`src/hw/rtl/j3d_front.sv`:
```
`timescale 1ns / 1ps

module j3d_front #(
    parameter int MAX_ROW  = 128,
    parameter int MAX_ROWS = 128,
    parameter int AW       = 15
) (
    input  logic              aclk,
    input  logic              aresetn,
    input  logic              take,
    input  logic              last_in,
    input  logic [7:0]        row_length,
    input  logic [7:0]        rows_per_plane,
    output logic              interior,
    output logic [AW-1:0]     cur_addr,
    output logic [AW-1:0]     prev_addr
);

    localparam int CW    = (MAX_ROW  > 1) ? $clog2(MAX_ROW)  : 1;
    localparam int RW    = (MAX_ROWS > 1) ? $clog2(MAX_ROWS) : 1;
    localparam int MW    = (CW > RW) ? CW : RW;
    localparam int LEN_W = ((MW + 1 > 8) ? MW + 1 : 8) + 1;
    localparam int PLANE = MAX_ROW * MAX_ROWS;

    logic [CW-1:0] col_reg, col_next;
    logic [RW-1:0] row_reg, row_next;
    logic [1:0]    planes_reg, planes_next;
    logic          bank_reg, bank_next;

    logic [LEN_W-1:0] rl, rp, col_w, row_w;
    logic [AW-1:0]    p;

    always_comb begin
        rl = LEN_W'(row_length);
        if (rl < LEN_W'(3)) begin
            rl = LEN_W'(3);
        end else if (rl > LEN_W'(MAX_ROW)) begin
            rl = LEN_W'(MAX_ROW);
        end
        rp = LEN_W'(rows_per_plane);
        if (rp < LEN_W'(3)) begin
            rp = LEN_W'(3);
        end else if (rp > LEN_W'(MAX_ROWS)) begin
            rp = LEN_W'(MAX_ROWS);
        end
    end

    assign col_w = LEN_W'(col_reg);
    assign row_w = LEN_W'(row_reg);
    assign p = AW'(row_reg) * AW'(MAX_ROW) + AW'(col_reg);

    assign interior = (planes_reg == 2'd2) && (col_reg != '0) && (col_w + LEN_W'(2) <= rl)
                   && (row_reg != '0) && (row_w + LEN_W'(2) <= rp);
    assign cur_addr  = bank_reg ? p + AW'(PLANE) : p;
    assign prev_addr = bank_reg ? p : p + AW'(PLANE);

    always_comb begin
        col_next    = col_reg;
        row_next    = row_reg;
        planes_next = planes_reg;
        bank_next   = bank_reg;
        if (take) begin
            if (last_in) begin
                col_next    = '0;
                row_next    = '0;
                planes_next = 2'd0;
                bank_next   = 1'b0;
            end else if (col_w + LEN_W'(1) >= rl) begin
                col_next = '0;
                if (row_w + LEN_W'(1) >= rp) begin
                    row_next  = '0;
                    bank_next = ~bank_reg;
                    if (planes_reg != 2'd2) begin
                        planes_next = planes_reg + 2'd1;
                    end
                end else begin
                    row_next = row_reg + RW'(1);
                end
            end else begin
                col_next = col_reg + CW'(1);
            end
        end
    end

    always_ff @(posedge aclk) begin
        if (!aresetn) begin
            col_reg    <= '0;
            row_reg    <= '0;
            planes_reg <= 2'd0;
            bank_reg   <= 1'b0;
        end else begin
            col_reg    <= col_next;
            row_reg    <= row_next;
            planes_reg <= planes_next;
            bank_reg   <= bank_next;
        end
    end

endmodule

```
`config.mk`:
```
export PLATFORM = sky130hd
export DESIGN_NAME = j3d_front
export DESIGN_NICKNAME = d
export VERILOG_FILES = /design/src/hw/rtl/j3d_front.sv
export SDC_FILE = /design/constraint.sdc
export NUM_CORES = 1
export LEC_CHECK = 0
export ABC_AREA = 1
export ABC_CLOCK_PERIOD_IN_PS = 2270
export CAP_MARGIN = 10
export CORE_MARGIN = 5
export CORE_UTILIZATION = 65
export DETAILED_ROUTE_END_ITERATION = 8
export DONT_BUFFER_PORTS = 1
export PLACE_DENSITY = 0.92
export RECOVER_POWER = 100
export REMOVE_ABC_BUFFERS = 1
export SLEW_MARGIN = 0
export SYNTH_ARGS = -nofsm -noshare
export SYNTH_HDL_FRONTEND = slang
export SYNTH_SLANG_ARGS = --single-unit
```
`constraint.sdc`:
```
create_clock -name aclk -period 2.27 [get_ports aclk]
set_input_delay 0.1135 -clock aclk [delete_from_list [all_inputs] [get_ports aclk]]
set_output_delay 0.1135 -clock aclk [all_outputs]
set_load 0.03 [all_outputs]
```
# Word level (Yosys, flattened, before mapping)
# Cells that the tools add are included.
[classes]
addsub = 9
n_lt_le_gt_ge = 8
eq_ne = 2
muxes = 18
bitwise = 1
n_reduce_logical = 12
[ops]
columns = ["cell", "count"]
rows = [
  ["2-to-1 mux 7 bit", 5],
  ["2-to-1 mux 8 bit", 4],
  ["2-to-1 mux 15 bit", 2],
  ["greater-or-equal comparator 8 x 9 -> 1 bit", 2],
  ["<= comparator 8 x 9 -> 1 bit", 2],
  ["adder 7 x 1 -> 8 bit (second input constant)", 2],
  ["adder 7 x 2 -> 8 bit (second input constant)", 2],
  ["> comparator 8 bit (second input constant)", 2],
  ["less-than comparator 8 x 2 -> 1 bit (second input constant)", 2],
  ["adder 14 x 7 -> 15 bit", 1],
  ["adder 15 bit (second input constant)", 1],
  ["adder 7 x 1 -> 7 bit (second input constant)", 2],
  ["nonzero test 7 bit", 2],
  ["2-to-1 mux 2 bit", 4],
  ["nonzero test 2 bit", 3],
  ["logical AND 1 bit", 4],
  ["AND reduction 4 bit", 1],
  ["2-to-1 mux 1 bit", 3],
  ["AND reduction 3 bit", 1],
  ["adder 2 x 1 -> 2 bit (second input constant)", 1],
  ["== test 2 bit (second input constant)", 1],
  ["inequality test 2 bit (second input constant)", 1],
  ["AND reduction 2 bit", 1],
  ["NOT 1 bit", 1],
]
[totals]
reg_bits = 17
in_bits = 20
out_inout_bits = 31
wordCells = 54

# Logic depth before layout (Yosys ltp)
[logic_depth]
depth_word = 7
mapped_depth = 16
ltp_nobuf = 16

# Worst setup path before layout
# OpenSTA, ideal clock, no wires.
[synth_path]
kind = "register to output"
start = "register col_reg[4]"
end = "output port interior"
arrival_time_ps = 2356
required_ps = 2156
path_slack_ps = -199
stages_incl_launch_ff = 14
n_path_buf = 1
cell_sequence = "dfxtp_1 > buf_2 > nand2_1 > nor2_1 > nand2_1 > xor2_1 > ha_1 > a21oi_1 > o21bai_1 > a21oi_1 > o21ai_0 > o31ai_1 > inv_1 > nor2_1"
[synth_via]
elab_chain_cells = 5
elab_cells_between_ends = 7
cone_classes = "add/sub (1); order compare (1); reduce/logical (5)"
[synth_rtl]
columns = ["item", "line_no", "text"]
rows = [
  ["from (decl)", "25", "logic [CW-1:0] col_reg, col_next;"],
  ["from (signal assigned)", "92", "col_reg <= col_next;"],
  ["adder 7 x 2 -> 8 bit or nonzero test 7 bit (tied branches)", "52", "assign interior = (planes_reg == 2'd2) && (col_reg != '0) && (col_w + LEN_W'(2) <= rl)"],
  ["<= comparator 8 x 9 -> 1 bit or logical AND 1 bit (tied branches)", "52", ""],
  ["logical AND 1 bit (*)", "52", ""],
  ["logical AND 1 bit (*) (2 in a row)", "53", "&& (row_reg != '0) && (row_w + LEN_W'(2) <= rp);"],
  ["to (decl)", "14", "output logic interior,"],
]
# Mark *: on every way between the ends. The rest lies on a longest branch, timed or not.

# Worst setup path after layout
[layout_path]
start = "register col_reg[2]"
end = "output port interior"
# The elaborated chain is that of the path after synthesis.

==> flow_metrics.env <==
export IMPL_p_total_uw=950.4
export IMPL_cp_start_kind="register"
export IMPL_synthTopCellsByArea="ha_1, dfxtp_1, nand2_1"
export IMPL_dr_first_iter_drc_count=272
export IMPL_comb_power_share_pct=46.6
export IMPL_min_period_ns=2.493
export IMPL_synth_area_per_cell_um2=7.259
export IMPL_clock_sinks=17
export IMPL_final_common_cell="nand2_1"
export IMPL_grt_pass1_wl_um=9722
export IMPL_route_detailed_drc=0
export IMPL_hold_path_class="in2reg"
export IMPL_p_sw_uw=411.6
export IMPL_gp_congestion=0.9525
export IMPL_clkPwrFrac_pct=19.1
export IMPL_path_delay_family="simple AND/OR/NAND/NOR gates"
export IMPL_crit_path_start="col_reg[2]"
export IMPL_p_seq_share_pct=34.2
export IMPL_crit_top_cell="buf_4"
export IMPL_setup_viol=17
export IMPL_synth_seq_cells=17
export IMPL_synth_top_area_cell="ha_1"
export IMPL_root_buffer="clkbuf_4"
export IMPL_firstDrtPassIters=5
export IMPL_yosysUniqueCellTypes=42
export IMPL_finalWirelength_um=7627
export IMPL_initial_core_util_pct=65.87
export IMPL_dp_hpwl_um=4160
export IMPL_antenna_found_initial=0
export IMPL_die_y_um=67.69
export IMPL_holdWs_ns=-0.02976
export IMPL_crit_path_cell_trace="nand2_4, nor2_4, nand2_1, xor2_1, ha_1, buf_4, nand4_1, o31ai_1, inv_1, nor2_1, buf_4"
export IMPL_internal_power_uw=538.8
export IMPL_cp_num_buf_inv=3
export IMPL_hold_viol=4
export IMPL_switching_share_pct=43.31
export IMPL_end_kind="primary output"
export IMPL_clock_latency_ns=0.32
export IMPL_yosys_area_top_type_share_pct=22.56
export IMPL_core_mm2=0.003284
export IMPL_synth_edf_count=0
export IMPL_setup_ws_ns=-0.2232
export IMPL_die_area_mm2=0.004582
export IMPL_cts_clk_slew_worst_paths_ns=0.12
export IMPL_fin_crit_sh_pct=109.8
export IMPL_antennaDiodeCount=0
export IMPL_r2r_start="col_reg[2]"
export IMPL_final_nets=381
export IMPL_drive_gt1_share_pct=36.76
export IMPL_rr_worst_depth=15
export IMPL_endpoint="interior"
export IMPL_vias=2326
export IMPL_ant_nets=0
export IMPL_slew_headroom_pct=64.49
export IMPL_cp_slowest_stage_delay_ns=0.40
export IMPL_worst_ir_drop_vdd_uv=308.6
export IMPL_grt_pass1_vias=2161
export IMPL_numCtsBuffers=3
export IMPL_grt_max_degree=11
export IMPL_layout_common_cells="nand2_1, ha_1, buf_4"
export IMPL_synthCells=298
export IMPL_crit_path_max_fanout=3
export IMPL_cts_tree="built"
export IMPL_outcome="finished with violations"
export IMPL_io_pins=51
export IMPL_drt_wirelength_per_cell_um=20.78
export IMPL_leakagePower_nw=1.308
export IMPL_finClkSkew_ns=0.01582
export IMPL_vias_per_cell=6.338
export IMPL_yosysWarnings=0
export IMPL_worst_setup_path_type="reg2out"
export IMPL_worst_ep_arrival_time_ns=2.38
export IMPL_overflow=0
export IMPL_grt_usage_pct=28.04
export IMPL_syn_cell_area_mm2=0.002163
export IMPL_async_flop_share_pct=0
export IMPL_powerDensity_mw_per_mm2=344.8
export IMPL_die_w_um=67.69
export IMPL_timing_setup_tns_ns=-1.664
export IMPL_cp_required_ns=2.16
export IMPL_clockBufferDepth=2
export IMPL_slowest_stage="dfxtp_4"
export IMPL_worstMarginPinSlew_ns=0.5281
export IMPL_htreeDepth=1
export IMPL_rsz0062_at_grt="yes"
export IMPL_row_count=21
export IMPL_drv_slew=0
export IMPL_violations="hold timing, setup timing"
export IMPL_r2r_end="row_reg[4]"
export IMPL_fmax_ghz=0.4011
export IMPL_portBuffers=0
export IMPL_ys_flop_type="dfxtp_1"
export IMPL_r2r_slack_ns=-0.19
export IMPL_yosysSeqAreaShare_pct=15.73
export IMPL_drv_cap=0
export IMPL_path_depth=11
export IMPL_areaGrowthSynthToFinish_pct=27.41
-- power by group through the flow --
stage | combinational [mW] | sequential (mW) | clock [mW]
final | 0.443 | 0.325 | 0.182
after global routing | 0.469 | 0.326 | 0.198
after CTS | 0.355 | 0.321 | 0.165
after detailed placement | 0.323 | 0.333 | 0
after global placement | 0.307 | 0.333 | 0
after floorplan | 0.204 | 0.376 | 0
-- cells in the mapped netlist (2+ instances only) --
master,instances
o21ai_2,4
nand4_1,2
nand3_1,19
buf_2,3
xor2_1,13
buf_4,15
nor3_2,5
o21ai_1,2
nand2_1,59
nand2_2,2
ha_1,39
inv_1,28
o21ai_0,8
o31ai_1,2
dfxtp_1,17
a21boi_0,2
a21oi_2,2
nor2_2,2
a21oi_1,15
nand3_2,2
nand2_4,2
nor3_1,3
nor2_1,31
nor4_1,3
-- per-layer routing --
layer	global-route usage [%]	part of all wire (%)	routed length, um
met1	31.05	35	2686
met2	52.25	52	3938
met3	5.824	7.3	556
met4	9.367	5.8	446
met5	0	0	0
-- metrics by stage --
step	hold slack (ns)	utilization [%]	cell area, um2	worst slack, ns	instances
after detailed placement	0.2440	67.62	2221	-0.02051	343
after global placement	0.2372	67.62	2221	0.03476	343
after global routing	-0.01853	83.92	2756	-0.3444	367
after CTS	0.008285	75.31	2474	-0.06961	359
final	-0.02976	83.92	2756	-0.2232	367
after floorplan	0.2342	-	2021	-0.3958	278
-- area by class of cell --
class / instances / area [um2]
clock buffers: 4 / 26.28
multi-input cells: 233 / 1847
flip-flops and latches: 17 / 371.6
repair buffers: 38 / 345.3
inverters: 29 / 108.9
fillers: 166 / 528.0
well taps: 46 / 57.56
-- kinds of logic (layout without fill, tap and decap cells) --
group	count (synthesis)	in the layout	share of synthesized area (%)
buffers and inverters	49	71	11.62
adders and majority gates	39	39	22.56
and+or+nand+nor	135	136	29.90
DFF	17	17	15.73
AOI/OAI and AO/OA	43	43	13.77
xor gates and xnor gates	15	15	6.420
-- worst min-delay path by stage --
stage / from / to / depth (start not counted)
6_report: take / col_reg[2] / 2
5_1_grt: take / col_reg[1] / 2
4_1_cts: take / col_reg[5] / 2
3_5_place_dp: aresetn / planes_reg[1] / 2
3_3_place_gp: aresetn / planes_reg[0] / 2
2_1_floorplan: aresetn / planes_reg[1] / 2
-- repair_timing --
action | in CTS | in global routing
hold buffers | 2 | 1
endpoints found under the hold margin | 11 | 10
endpoints found under the setup margin | 17 | 18
buffers inserted | 10 | 6
gates cloned | 0 | 1
pin swaps | 10 | 8
resized for setup | 42 | 45
Power figures use the tool's default switching activity.
