## src/hw/rtl/j3d_fifo.sv

```systemverilog
`timescale 1ns / 1ps

module j3d_fifo #(
    parameter int W = 8
) (
    input  logic         aclk,
    input  logic         aresetn,
    input  logic         push,
    input  logic [W-1:0] push_data,
    output logic         full,
    input  logic         pop,
    output logic         empty,
    output logic [W-1:0] head
);

    logic [W-1:0] slot0_reg, slot0_next;
    logic [W-1:0] slot1_reg, slot1_next;
    logic [1:0]   count_reg, count_next;

    assign full  = (count_reg == 2'd2);
    assign empty = (count_reg == 2'd0);
    assign head  = slot0_reg;

    always_comb begin
        slot0_next = slot0_reg;
        slot1_next = slot1_reg;
        count_next = count_reg;
        if (pop && !empty) begin
            slot0_next = slot1_reg;
            count_next = count_next - 2'd1;
        end
        if (push && !full) begin
            if (count_next == 2'd0) begin
                slot0_next = push_data;
            end else begin
                slot1_next = push_data;
            end
            count_next = count_next + 2'd1;
        end
    end

    always_ff @(posedge aclk) begin
        slot0_reg <= slot0_next;
        slot1_reg <= slot1_next;
        if (!aresetn) begin
            count_reg <= 2'd0;
        end else begin
            count_reg <= count_next;
        end
    end

endmodule

```

## config.mk

```make
export PLATFORM = sky130hd
export DESIGN_NAME = j3d_fifo
export DESIGN_NICKNAME = d
export VERILOG_FILES = /design/src/hw/rtl/j3d_fifo.sv
export SDC_FILE = /design/constraint.sdc
export NUM_CORES = 1
export LEC_CHECK = 0
export BUFFER_PORTS_ARGS = -buffer_cell sky130_fd_sc_hd__buf_2
export CORE_MARGIN = 1
export CORE_UTILIZATION = 45
export CTS_CLUSTER_DIAMETER = 30
export DETAILED_ROUTE_END_ITERATION = 16
export GPL_ROUTABILITY_DRIVEN = 0
export PLACE_DENSITY = 0.83
export SETUP_SLACK_MARGIN = 0.1
export SYNTH_ARGS = -nofsm -noshare
export SYNTH_HDL_FRONTEND = slang
export SYNTH_SLANG_ARGS = --single-unit
```

## constraint.sdc

```tcl
create_clock -name aclk -period 1.9 [get_ports aclk]
set_input_delay 0.38 -clock aclk [delete_from_list [all_inputs] [get_ports aclk]]
set_output_delay 0.38 -clock aclk [all_outputs]
set_load 0.01 [all_outputs]
```

# Word level (Yosys, flattened, before mapping)
# Cells that the tools add are included.
word_totals:
  regBits: 18
  output_inout_bits: 10
  word_cells: 19
classes:
  add_sub_neg: 2
  eq_ne: 1
  mux: 5
  bitwise_logic: 1
  n_reduce_logical: 7
ops:
  columns: ["op", "count"]
  rows:
  - ["$mux W8", 3]
  - ["$logic_not A2 Y1", 2]
  - ["$mux W2", 2]
  - ["$add A2 B1 Y2 const B", 1]
  - ["$eq A2 B2 Y1 const B", 1]
  - ["$logic_and A1 B1 Y1", 2]
  - ["$logic_not A1 Y1", 2]
  - ["$reduce_and A2 Y1", 1]
  - ["$sub A2 B1 Y2 const B", 1]
  - ["$not A1 Y1", 1]

# Logic depth before layout (Yosys ltp)
# Gate-level depths: netlist of run 1.
logic_depth:
  word_depth: 7
  depth_mapped: 8
  depth_no_buf: 7

# Least setup slack after synthesis of run 1
# Ideal clock, no wire load.
synth_path:
  path_kind: "register to register"
  from: "register count_reg[0]"
  to: "register slot1_reg[0], enable pin"
  setup_ns: 0.370
  t_arrival_ns: 1.818
  slack_ns: -0.288
  stages_incl_launch_ff: 8
  cell_sequence: "dfxtp_1 > inv_1 > ha_1 > nand2b_4 > buf_6 > mux2_2 > ha_1 > nor2_1"
synth_via:
  elab_chain_cells: 7
  elab_cells_between_ends: 11
synth_rtl:
  columns: ["item", "line", "text"]
  rows:
  - ["start: declaration", "18", "logic [1:0] count_reg, count_next;"]
  - ["start signal: assignment", "48", "count_reg <= count_next;"]
  - ["$logic_not A2 Y1", "21", "assign empty = (count_reg == 2'd0);"]
  - ["named net empty", "12", "output logic empty,"]
  - ["$logic_not A1 Y1", "28", "if (pop && !empty) begin"]
  - ["$logic_and A1 B1 Y1", "28", null]
  - ["$mux W2", "28", null]
  - ["$logic_not A2 Y1", "33", "if (count_next == 2'd0) begin"]
  - ["$not A1 Y1 (no source line)", null, null]
  - ["$reduce_and A2 Y1 (no source line)", null, null]
  - ["end signal: assignment", "44", "slot1_reg <= slot1_next;"]
  - ["end: declaration", "17", "logic [W-1:0] slot1_reg, slot1_next;"]
# The timed path passes the listed nets, and every way through them passes these cells.
# A chain may end at the register's enable or synchronous reset.

# Final worst setup path of run 1
layout_path:
  from: "register count_reg[1]"
  to: "register slot1_reg[2], enable pin"
layout_via:
  elab_chain_cells: 7
  elab_cells_between_ends: 11
layout_rtl:
  columns: ["item"]
  rows:
  - ["branches (longest 6 deep; another with $sub A2 B1 Y2)"]
  - ["$reduce_and A2 Y1 (no source line) (*)"]
# Mark *: on every way between the ends.

==> run summary, run 1 <==
DRT
--------------------------------------------------------------------------------------
Final Routed Wirelength .................................................      1300 um
First-pass iteration count of the detailed router .......................            4
Vias per cell ...........................................................         4.76
DR DRC count ............................................................            0
Count of routing violations after the opening detailed-route iteration ..            7
Residual antenna-violating net count after detailed routing .............            0
Via count ...............................................................          495
Wire length per cell ....................................................      12.5 um

STATUS
--------------------------------------------------------------------------------------
Result of the run ....................................................... finished clean

GRT
--------------------------------------------------------------------------------------
Gr ovfl total ...........................................................            0
Antenna violations before repair ........................................            0
Overall fraction of global-route tracks in use ..........................        15.3%
First-pass GRT wire length ..............................................      2060 um
Pin count of the biggest net entering global routing ....................           11
Vias in the first global route ..........................................          490

FINAL LAYOUT
--------------------------------------------------------------------------------------
P&R area growth vs syn ..................................................        28.8%
Fraction of layout instances using a drive strength above 1 .............        68.4%
Antenna Cells ...........................................................            0
Final cell utilization of the core ......................................        61.2%
Number of fill cells in the layout ......................................          147
Post-layout nets ........................................................           95

PLACE
--------------------------------------------------------------------------------------
Placed wire-length estimate after detailed placement ....................       948 um
Worst slack at placement ................................................     0.102 ns
Count of input and output buffers .......................................           21

CTS
--------------------------------------------------------------------------------------
Number of buffers inserted for hold repair after clock tree synthesis ...            0
Source-to-sink clock delay at the later pin of the worst-skew pair ......      0.30 ns
TritonCTS clock tree ....................................................          yes
Cell at the root of the clock tree ...................................... sky130_fd_sc_hd__clkbuf_4
Clock sink count ........................................................           18
Number of gates resized after cts .......................................            0
H-tree depth reported by CTS ............................................            1
Total clock buffers created by CTS ......................................            3
Clock transition at the registers of the reported paths .................      0.10 ns
Number of buffers between clock root and the deepest sink ...............            2

SYNTH
--------------------------------------------------------------------------------------
Library cell with the largest summed area after synthesis ............... sky130_fd_sc_hd__edfxtp_1
Cell area after technology mapping ......................................    821 sq um
Area share of the leading cell type in the synthesized netlist ..........        29.3%
Fraction of synthesis flops using an asynchronous set or reset pin ......           0%
Share of the yosys chip area belonging to registers .....................        53.7%
Synthesized netlist net count ...........................................           67
Library cell with the highest instance count after synthesis ............ sky130_fd_sc_hd__mux2_4
Biggest area contributors in the synthesized netlist .................... sky130_fd_sc_hd__edfxtp_1, sky130_fd_sc_hd__mux2_4, sky130_fd_sc_hd__dfxtp_1
Cells after Synth .......................................................           52
Number of enable-type register cells in the synthesized netlist .........            8
Yosys reg bits ..........................................................           18
Mapped Avg Cell Area ....................................................   15.8 sq um
Main synth FF type ...................................................... sky130_fd_sc_hd__dfxtp_1
Most frequent cells after synthesis ..................................... sky130_fd_sc_hd__mux2_4, sky130_fd_sc_hd__dfxtp_1, sky130_fd_sc_hd__edfxtp_1, sky130_fd_sc_hd__ha_1
Synthesis Warnings ......................................................            0
Number of distinct standard cells referenced by the synthesized netlist .           17

WORST SETUP PATH
--------------------------------------------------------------------------------------
Worst setup EP type .....................................................     register
Required @ worst endpoint ...............................................      1.89 ns
Arrival @ worst endpoint ................................................      1.75 ns
Type of the setup path with the least slack ............................. register to register
Critical path peak fanout ...............................................            8
R2R Setup Slk ...........................................................      0.14 ns
Critical path launch point type .........................................     register

FLOORPLAN
--------------------------------------------------------------------------------------
Floorplan row count .....................................................           15
Number of primary I/O pins ..............................................           22
Floorplan die height ....................................................      44.7 um
X dimension of the die ..................................................      44.7 um
Core region area ........................................................ 0.00173 sq mm
Die footprint ........................................................... 0.00200 sq mm
Initial core utilization ................................................        47.5%

STA
--------------------------------------------------------------------------------------
Setup Total Neg Slack ...................................................         0 ns
Pin slew with the least headroom to its limit ...........................     0.471 ns
Slew Limit Fails ........................................................            0
Fin Clk Skew ............................................................   0.00200 ns
Fin worst setup slack ...................................................     0.143 ns
Fin crit share ..........................................................        92.5%
Final-report hold violation count .......................................            0
Count of final setup violators ..........................................            0
Maximum frequency from static timing analysis ...........................      569 MHz
Final min period ........................................................      1.76 ns
RSZ-0062 raised after global routing ....................................          yes
Worst max-slew margin expressed relative to the limit ...................        68.6%

POWER
--------------------------------------------------------------------------------------
Static leakage power ....................................................     0.498 nW
VDD IR-drop max .........................................................      1.05 mV
Power Dens Cells ........................................................ 1920 mW/mm^2

HOLD PATH
--------------------------------------------------------------------------------------
Min-delay worst type .................................................... input port to register

JOB
--------------------------------------------------------------------------------------
Max_cap viols ...........................................................            0

## placed cells by master, fill, tap and decap left out, types with 2 or more instances in the layout
cell,instances
sky130_fd_sc_hd__dfxtp_2,2
sky130_fd_sc_hd__buf_2,21
sky130_fd_sc_hd__dfxtp_1,8
sky130_fd_sc_hd__nand2_1,2
sky130_fd_sc_hd__ha_4,2
sky130_fd_sc_hd__buf_4,3
sky130_fd_sc_hd__edfxtp_1,8
sky130_fd_sc_hd__mux2_4,17
sky130_fd_sc_hd__clkbuf_4,3
## where the power goes
group          switching, mW  leakage [nW]  internal [mW]
clock network          0.119        0.0154         0.0766
registers             0.0639         0.159          0.596
logic                  0.481         0.323          0.688
total                  0.664         0.498           1.36
## logic make-up after synthesis
| family | count (synthesis) | synth area share [%] |
|---|---|---|
| adders and majority gates | 3 | 4.57 |
| xor gates and xnor gates | 1 | 1.07 |
| AOI/OAI and AO/OA | 1 | 0.609 |
| buffers and inverters | 3 | 2.29 |
| and+or+nand+nor | 8 | 5.95 |
| DFF | 18 | 53.7 |
| muxes | 18 | 31.9 |
## per-stage QoR
stage	instances	hold slack [ns]	instance area, sq um	power, mW
2_1_floorplan	52	0.479	887	1.62
3_3_place_gp	98	0.573	1020	1.80
3_5_place_dp	98	0.574	1020	1.82
4_1_cts	104	0.264	1060	2.05
5_1_grt	104	0.256	1060	2.18
6_report	104	0.266	1060	2.03
## final timing paths
path,startpoint,endpoint,cells after the start
worst max-delay path,count_reg[1],slot1_reg[2],6
worst min-delay path,push_data[2],slot1_reg[2],1
worst max register to register,count_reg[1],slot1_reg[2],6
worst min register to register,head[2],head[2],2
## worst max-delay path: stages, from the launching register on
cell                       delay, ns
sky130_fd_sc_hd__dfxtp_2        0.35
sky130_fd_sc_hd__inv_2          0.05
sky130_fd_sc_hd__ha_4           0.15
sky130_fd_sc_hd__nand2b_4       0.16
sky130_fd_sc_hd__mux2_4         0.32
sky130_fd_sc_hd__ha_4           0.19
sky130_fd_sc_hd__nor2_4         0.23
## layer usage
layer / global-route usage, % / vias to the layer above / wire length (um)
met5: 0 / - / 0
met1: 17.1 / 240 / 541
li1: - / 239 / -
met4: 9.09 / 0 / 23
met2: 26.5 / 13 / 693
met3: 3.60 / 3 / 41
## repair_timing
item	4_1_cts	5_1_grt
setup endpoints to repair	11	9
pin swaps	1	1
setup buffers	2	0
## layout make-up
type,count,area (sq um),area share [%]
tap,25,31.3,2.96
timing repair buffer,24,128,12.1
sequential,18,443,41.9
clock inverter,1,3.75,0.355
inverter,2,10.0,0.947
multi-input combinational,31,419,39.6
clock buffer,3,22.5,2.13
Power figures use the tool's default switching activity.
==> inputs of run 2 (changes only) <==
Settings changed: ABC_AREA set to 1, CORE_UTILIZATION 45 to 44, HOLD_SLACK_MARGIN set to 0.1, PLACE_DENSITY 0.83 to 0.81.
==> run 2 against run 1 <==
Via count grew 37%. Cell area fell by 4.1%. Register-to-register slack improved by 0.08 ns. Clock-buffer cell count unchanged. Setup slack improved by 0.078 ns. Total power decreased by 27%. Critical path type unchanged. Sequential power decreased by 7.6%. Highest routed layer unchanged.
==> run summary, run 2 <==
STATUS
--------------------------------------------------------------------------------------
Result of the run ....................................................... finished clean

PLACE
--------------------------------------------------------------------------------------
Placed instance area ....................................................    972 sq um   -4.3%
Placed wire-length estimate after detailed placement ....................      1170 um   +23%
Count of input and output buffers .......................................           21   unchanged

SYNTH
--------------------------------------------------------------------------------------
Area share of the leading cell type in the synthesized netlist ..........        29.7%   +0.41 points
Share of the yosys chip area belonging to registers .....................        54.4%   +0.75 points
Synthesis Warnings ......................................................            0   unchanged
Biggest area contributors in the synthesized netlist .................... sky130_fd_sc_hd__edfxtp_1, sky130_fd_sc_hd__dfxtp_1, sky130_fd_sc_hd__nand2_1
Main synth FF type ...................................................... sky130_fd_sc_hd__dfxtp_1
Number of distinct standard cells referenced by the synthesized netlist .           17   unchanged
Most frequent cells after synthesis ..................................... sky130_fd_sc_hd__nand2_1, sky130_fd_sc_hd__dfxtp_1, sky130_fd_sc_hd__edfxtp_1, sky130_fd_sc_hd__inv_1, sky130_fd_sc_hd__nand2_2
Number of enable-type register cells in the synthesized netlist .........            8   unchanged
Mapped Avg Cell Area ....................................................   8.35 sq um   -47%
Library cell with the highest instance count after synthesis ............ sky130_fd_sc_hd__nand2_1
Cells after Synth .......................................................           97   +87%
Yosys reg bits ..........................................................           18   unchanged
Synthesized netlist net count ...........................................          112   +67%
Cell area after technology mapping ......................................    810 sq um   -1.4%
Fraction of synthesis flops using an asynchronous set or reset pin ......           0%   unchanged
Library cell with the largest summed area after synthesis ............... sky130_fd_sc_hd__edfxtp_1

STA
--------------------------------------------------------------------------------------
Fin Hold WS .............................................................     0.267 ns   +0.000842 ns
Count of final setup violators ..........................................            0   unchanged
Fin crit share ..........................................................        88.3%   -4.1 points
Final-report hold violation count .......................................            0   unchanged
Setup Total Neg Slack ...................................................         0 ns   unchanged
Maximum frequency from static timing analysis ...........................      596 MHz   +4.7%
Worst max-slew margin expressed relative to the limit ...................        83.6%   +15 points
Final min period ........................................................      1.68 ns   -0.0784 ns
Fin Clk Skew ............................................................   0.00671 ns   +0.00471 ns
RSZ-0062 raised after global routing ....................................           no
Slew Limit Fails ........................................................            0   unchanged
Pin slew with the least headroom to its limit ...........................     0.245 ns   -0.225 ns

FLOORPLAN
--------------------------------------------------------------------------------------
Floorplan die height ....................................................      44.9 um   +0.43%
Core region area ........................................................ 0.00173 sq mm   unchanged
Number of primary I/O pins ..............................................           22   unchanged
Die footprint ........................................................... 0.00202 sq mm   +0.85%
Initial core utilization ................................................        46.9%   -0.65 points
Floorplan row count .....................................................           15   unchanged
X dimension of the die ..................................................      44.9 um   +0.43%

FINAL LAYOUT
--------------------------------------------------------------------------------------
Post-route standard cell area excluding fillers ......................... 0.00101 sq mm   -4.1%
Number of fill cells in the layout ......................................          169   +15%
Most frequent standard cell in the layout excluding fill and tap cells .. sky130_fd_sc_hd__nand2_1
Post-layout nets ........................................................          141   +48%
Flip-flop and latch area ................................................    440 sq um   -0.57%
P&R area growth vs syn ..................................................        25.2%
Leading cell types in the layout, fill and taps excluded ................ sky130_fd_sc_hd__nand2_1, sky130_fd_sc_hd__buf_2, sky130_fd_sc_hd__dfxtp_1
Area occupied by multi-input gates ......................................    345 sq um   -18%
Fraction of layout instances using a drive strength above 1 .............        33.6%   -35 points
Antenna Cells ...........................................................            0   unchanged

GRT
--------------------------------------------------------------------------------------
Gr ovfl total ...........................................................            0   unchanged
Antenna violations before repair ........................................            0   unchanged
Vias in the first global route ..........................................          585   +19%
Pin count of the biggest net entering global routing ....................           11   unchanged
First-pass GRT wire length ..............................................      2440 um   +18%
Overall fraction of global-route tracks in use ..........................        17.6%   +2.3 points

CTS
--------------------------------------------------------------------------------------
H-tree depth reported by CTS ............................................            1   unchanged
Total clock buffers created by CTS ......................................            3   unchanged
Clock transition at the registers of the reported paths .................      0.10 ns   about the same
Source-to-sink clock delay at the later pin of the worst-skew pair ......      0.29 ns   about the same
Clock sink count ........................................................           18   unchanged
Number of buffers between clock root and the deepest sink ...............            2   unchanged
Cell at the root of the clock tree ...................................... sky130_fd_sc_hd__clkbuf_4
TritonCTS clock tree ....................................................          yes

DRT
--------------------------------------------------------------------------------------
Final Routed Wirelength .................................................      1520 um   +17%
DR DRC count ............................................................            0   unchanged
First-pass iteration count of the detailed router .......................            4   unchanged
Via count ...............................................................          680   +37%
Vias per cell ...........................................................         4.53   -4.8%
Wire length per cell ....................................................      10.1 um   -19%
Count of routing violations after the opening detailed-route iteration ..            9   +2
Residual antenna-violating net count after detailed routing .............            0   unchanged

WORST SETUP PATH
--------------------------------------------------------------------------------------
Cells on worst reg2reg path .............................................            9   +3
Critical path peak fanout ...............................................            8   unchanged
Worst setup EP type .....................................................     register
R2R Setup Slk ...........................................................      0.22 ns   +0.08 ns
Required @ worst endpoint ...............................................      1.89 ns   about the same
Arrival @ worst endpoint ................................................      1.66 ns   -0.09 ns
Crit path cell chain .................................................... inv_2, ha_4, inv_2, nand2_2, nand2_1, nand2_1, inv_1, ha_2, nor2_4
Worst R2R End ........................................................... slot1_reg[3]
Beginning of the worst register-to-register path ........................ count_reg[0]
Critical path launch point type .........................................     register
Type of the setup path with the least slack ............................. register to register
Slowest CP cell ......................................................... sky130_fd_sc_hd__dfxtp_1
Critical Path Max Stage Delay ...........................................      0.35 ns   about the same

HOLD PATH
--------------------------------------------------------------------------------------
Hold EP ................................................................. slot1_reg[4]
Min-delay worst type .................................................... input port to register
Startpoint of the tightest hold check path .............................. push_data[4]
Worst hold path cell count ..............................................            1   unchanged

JOB
--------------------------------------------------------------------------------------
Max_cap viols ...........................................................            0   unchanged

POWER
--------------------------------------------------------------------------------------
Power Dens Cells ........................................................ 1450 mW/mm^2   -24%
Static leakage power ....................................................     0.517 nW   +3.9%
VDD IR-drop max .........................................................     0.938 mV   -11%

==> run 2: cell types whose count changed after synthesis, moves of 2 or more <==
| cell | change |
|---|---|
| sky130_fd_sc_hd__nand2_2 | +3 |
| sky130_fd_sc_hd__inv_1 | +5 |
| sky130_fd_sc_hd__mux2_4 | -16 |
| sky130_fd_sc_hd__nor2_2 | +2 |
| sky130_fd_sc_hd__nand2_1 | +49 |
==> run 2: metrics by stage <==
| step | power, mW | setup WS [ns] | utilization, % | std cells |
|---|---|---|---|---|
| after floorplan | 1.05 | 0.146 | - | 97 |
| after global placement | 1.24 | 0.136 | 56.3 | 146 |
| after detailed placement | 1.27 | 0.0299 | 56.3 | 146 |
| after CTS | 1.48 | 0.103 | 58.6 | 150 |
| after global routing | 1.60 | 0.115 | 58.7 | 150 |
| final | 1.47 | 0.222 | 58.7 | 150 |
==> run 2: critical path: cells and delay by family, from the launching register on <==
family / cells / cell delay [ns]
AND/OR/NAND/NOR: 4 / 0.43
buffers and inverters: 3 / 0.22
flip-flops: 1 / 0.35
adder cells (fa/ha/maj): 2 / 0.37
==> run 2: logic make-up after synthesis <==
| logic type | share of synthesized area, % |
|---|---|
| buffers and inverters | 5.72 |
| and+or+nand+nor | 33.1 |
| DFF | 54.4 |
| AOI/OAI and AO/OA | 2.16 |
| adders and majority gates | 4.64 |
==> run 2: what timing repair did <==
item,in CTS,in global routing
gates cloned,0,0
pin swaps,1,0
endpoints found under the setup margin,16,16
gates resized for setup,2,2
hold buffers,0,0
buffers inserted,0,0
==> run 2: power breakdown <==
part / total, mW / switching (mW) / internal (mW)
Combinational: 0.668 / 0.395 / 0.273
Sequential: 0.610 / 0.0574 / 0.552
Clock: 0.193 / 0.116 / 0.0765
Total: 1.47 / 0.568 / 0.901
==> run 2: worst max path at each step <==
stage | start | to
2_1_floorplan | count_reg[0] | slot1_reg[0]
3_3_place_gp | count_reg[0] | slot1_reg[4]
3_5_place_dp | count_reg[0] | slot1_reg[1]
4_1_cts | count_reg[0] | slot1_reg[2]
5_1_grt | count_reg[0] | head[1]
6_report | count_reg[0] | slot1_reg[3]
==> run 2: final cells by class <==
class,instances,area share (%)
Multi-Input combinational cell,69,34.1
Sequential cell,18,43.5
Timing Repair Buffer,25,13.3
Clock buffer,3,2.22
Clock inverter,1,0.370
Tap cell,25,3.09
Inverter,9,3.46
==> run 2: layer usage <==
| layer | vias up | track usage (%) | wire [um] |
|---|---|---|---|
| met1 | 301 | 22.1 | 693 |
| li1 | 359 | - | - |
| met5 | - | 0 | 0 |
| met4 | 0 | 12.1 | 26 |
| met3 | 4 | 3.60 | 60 |
| met2 | 16 | 27.1 | 740 |
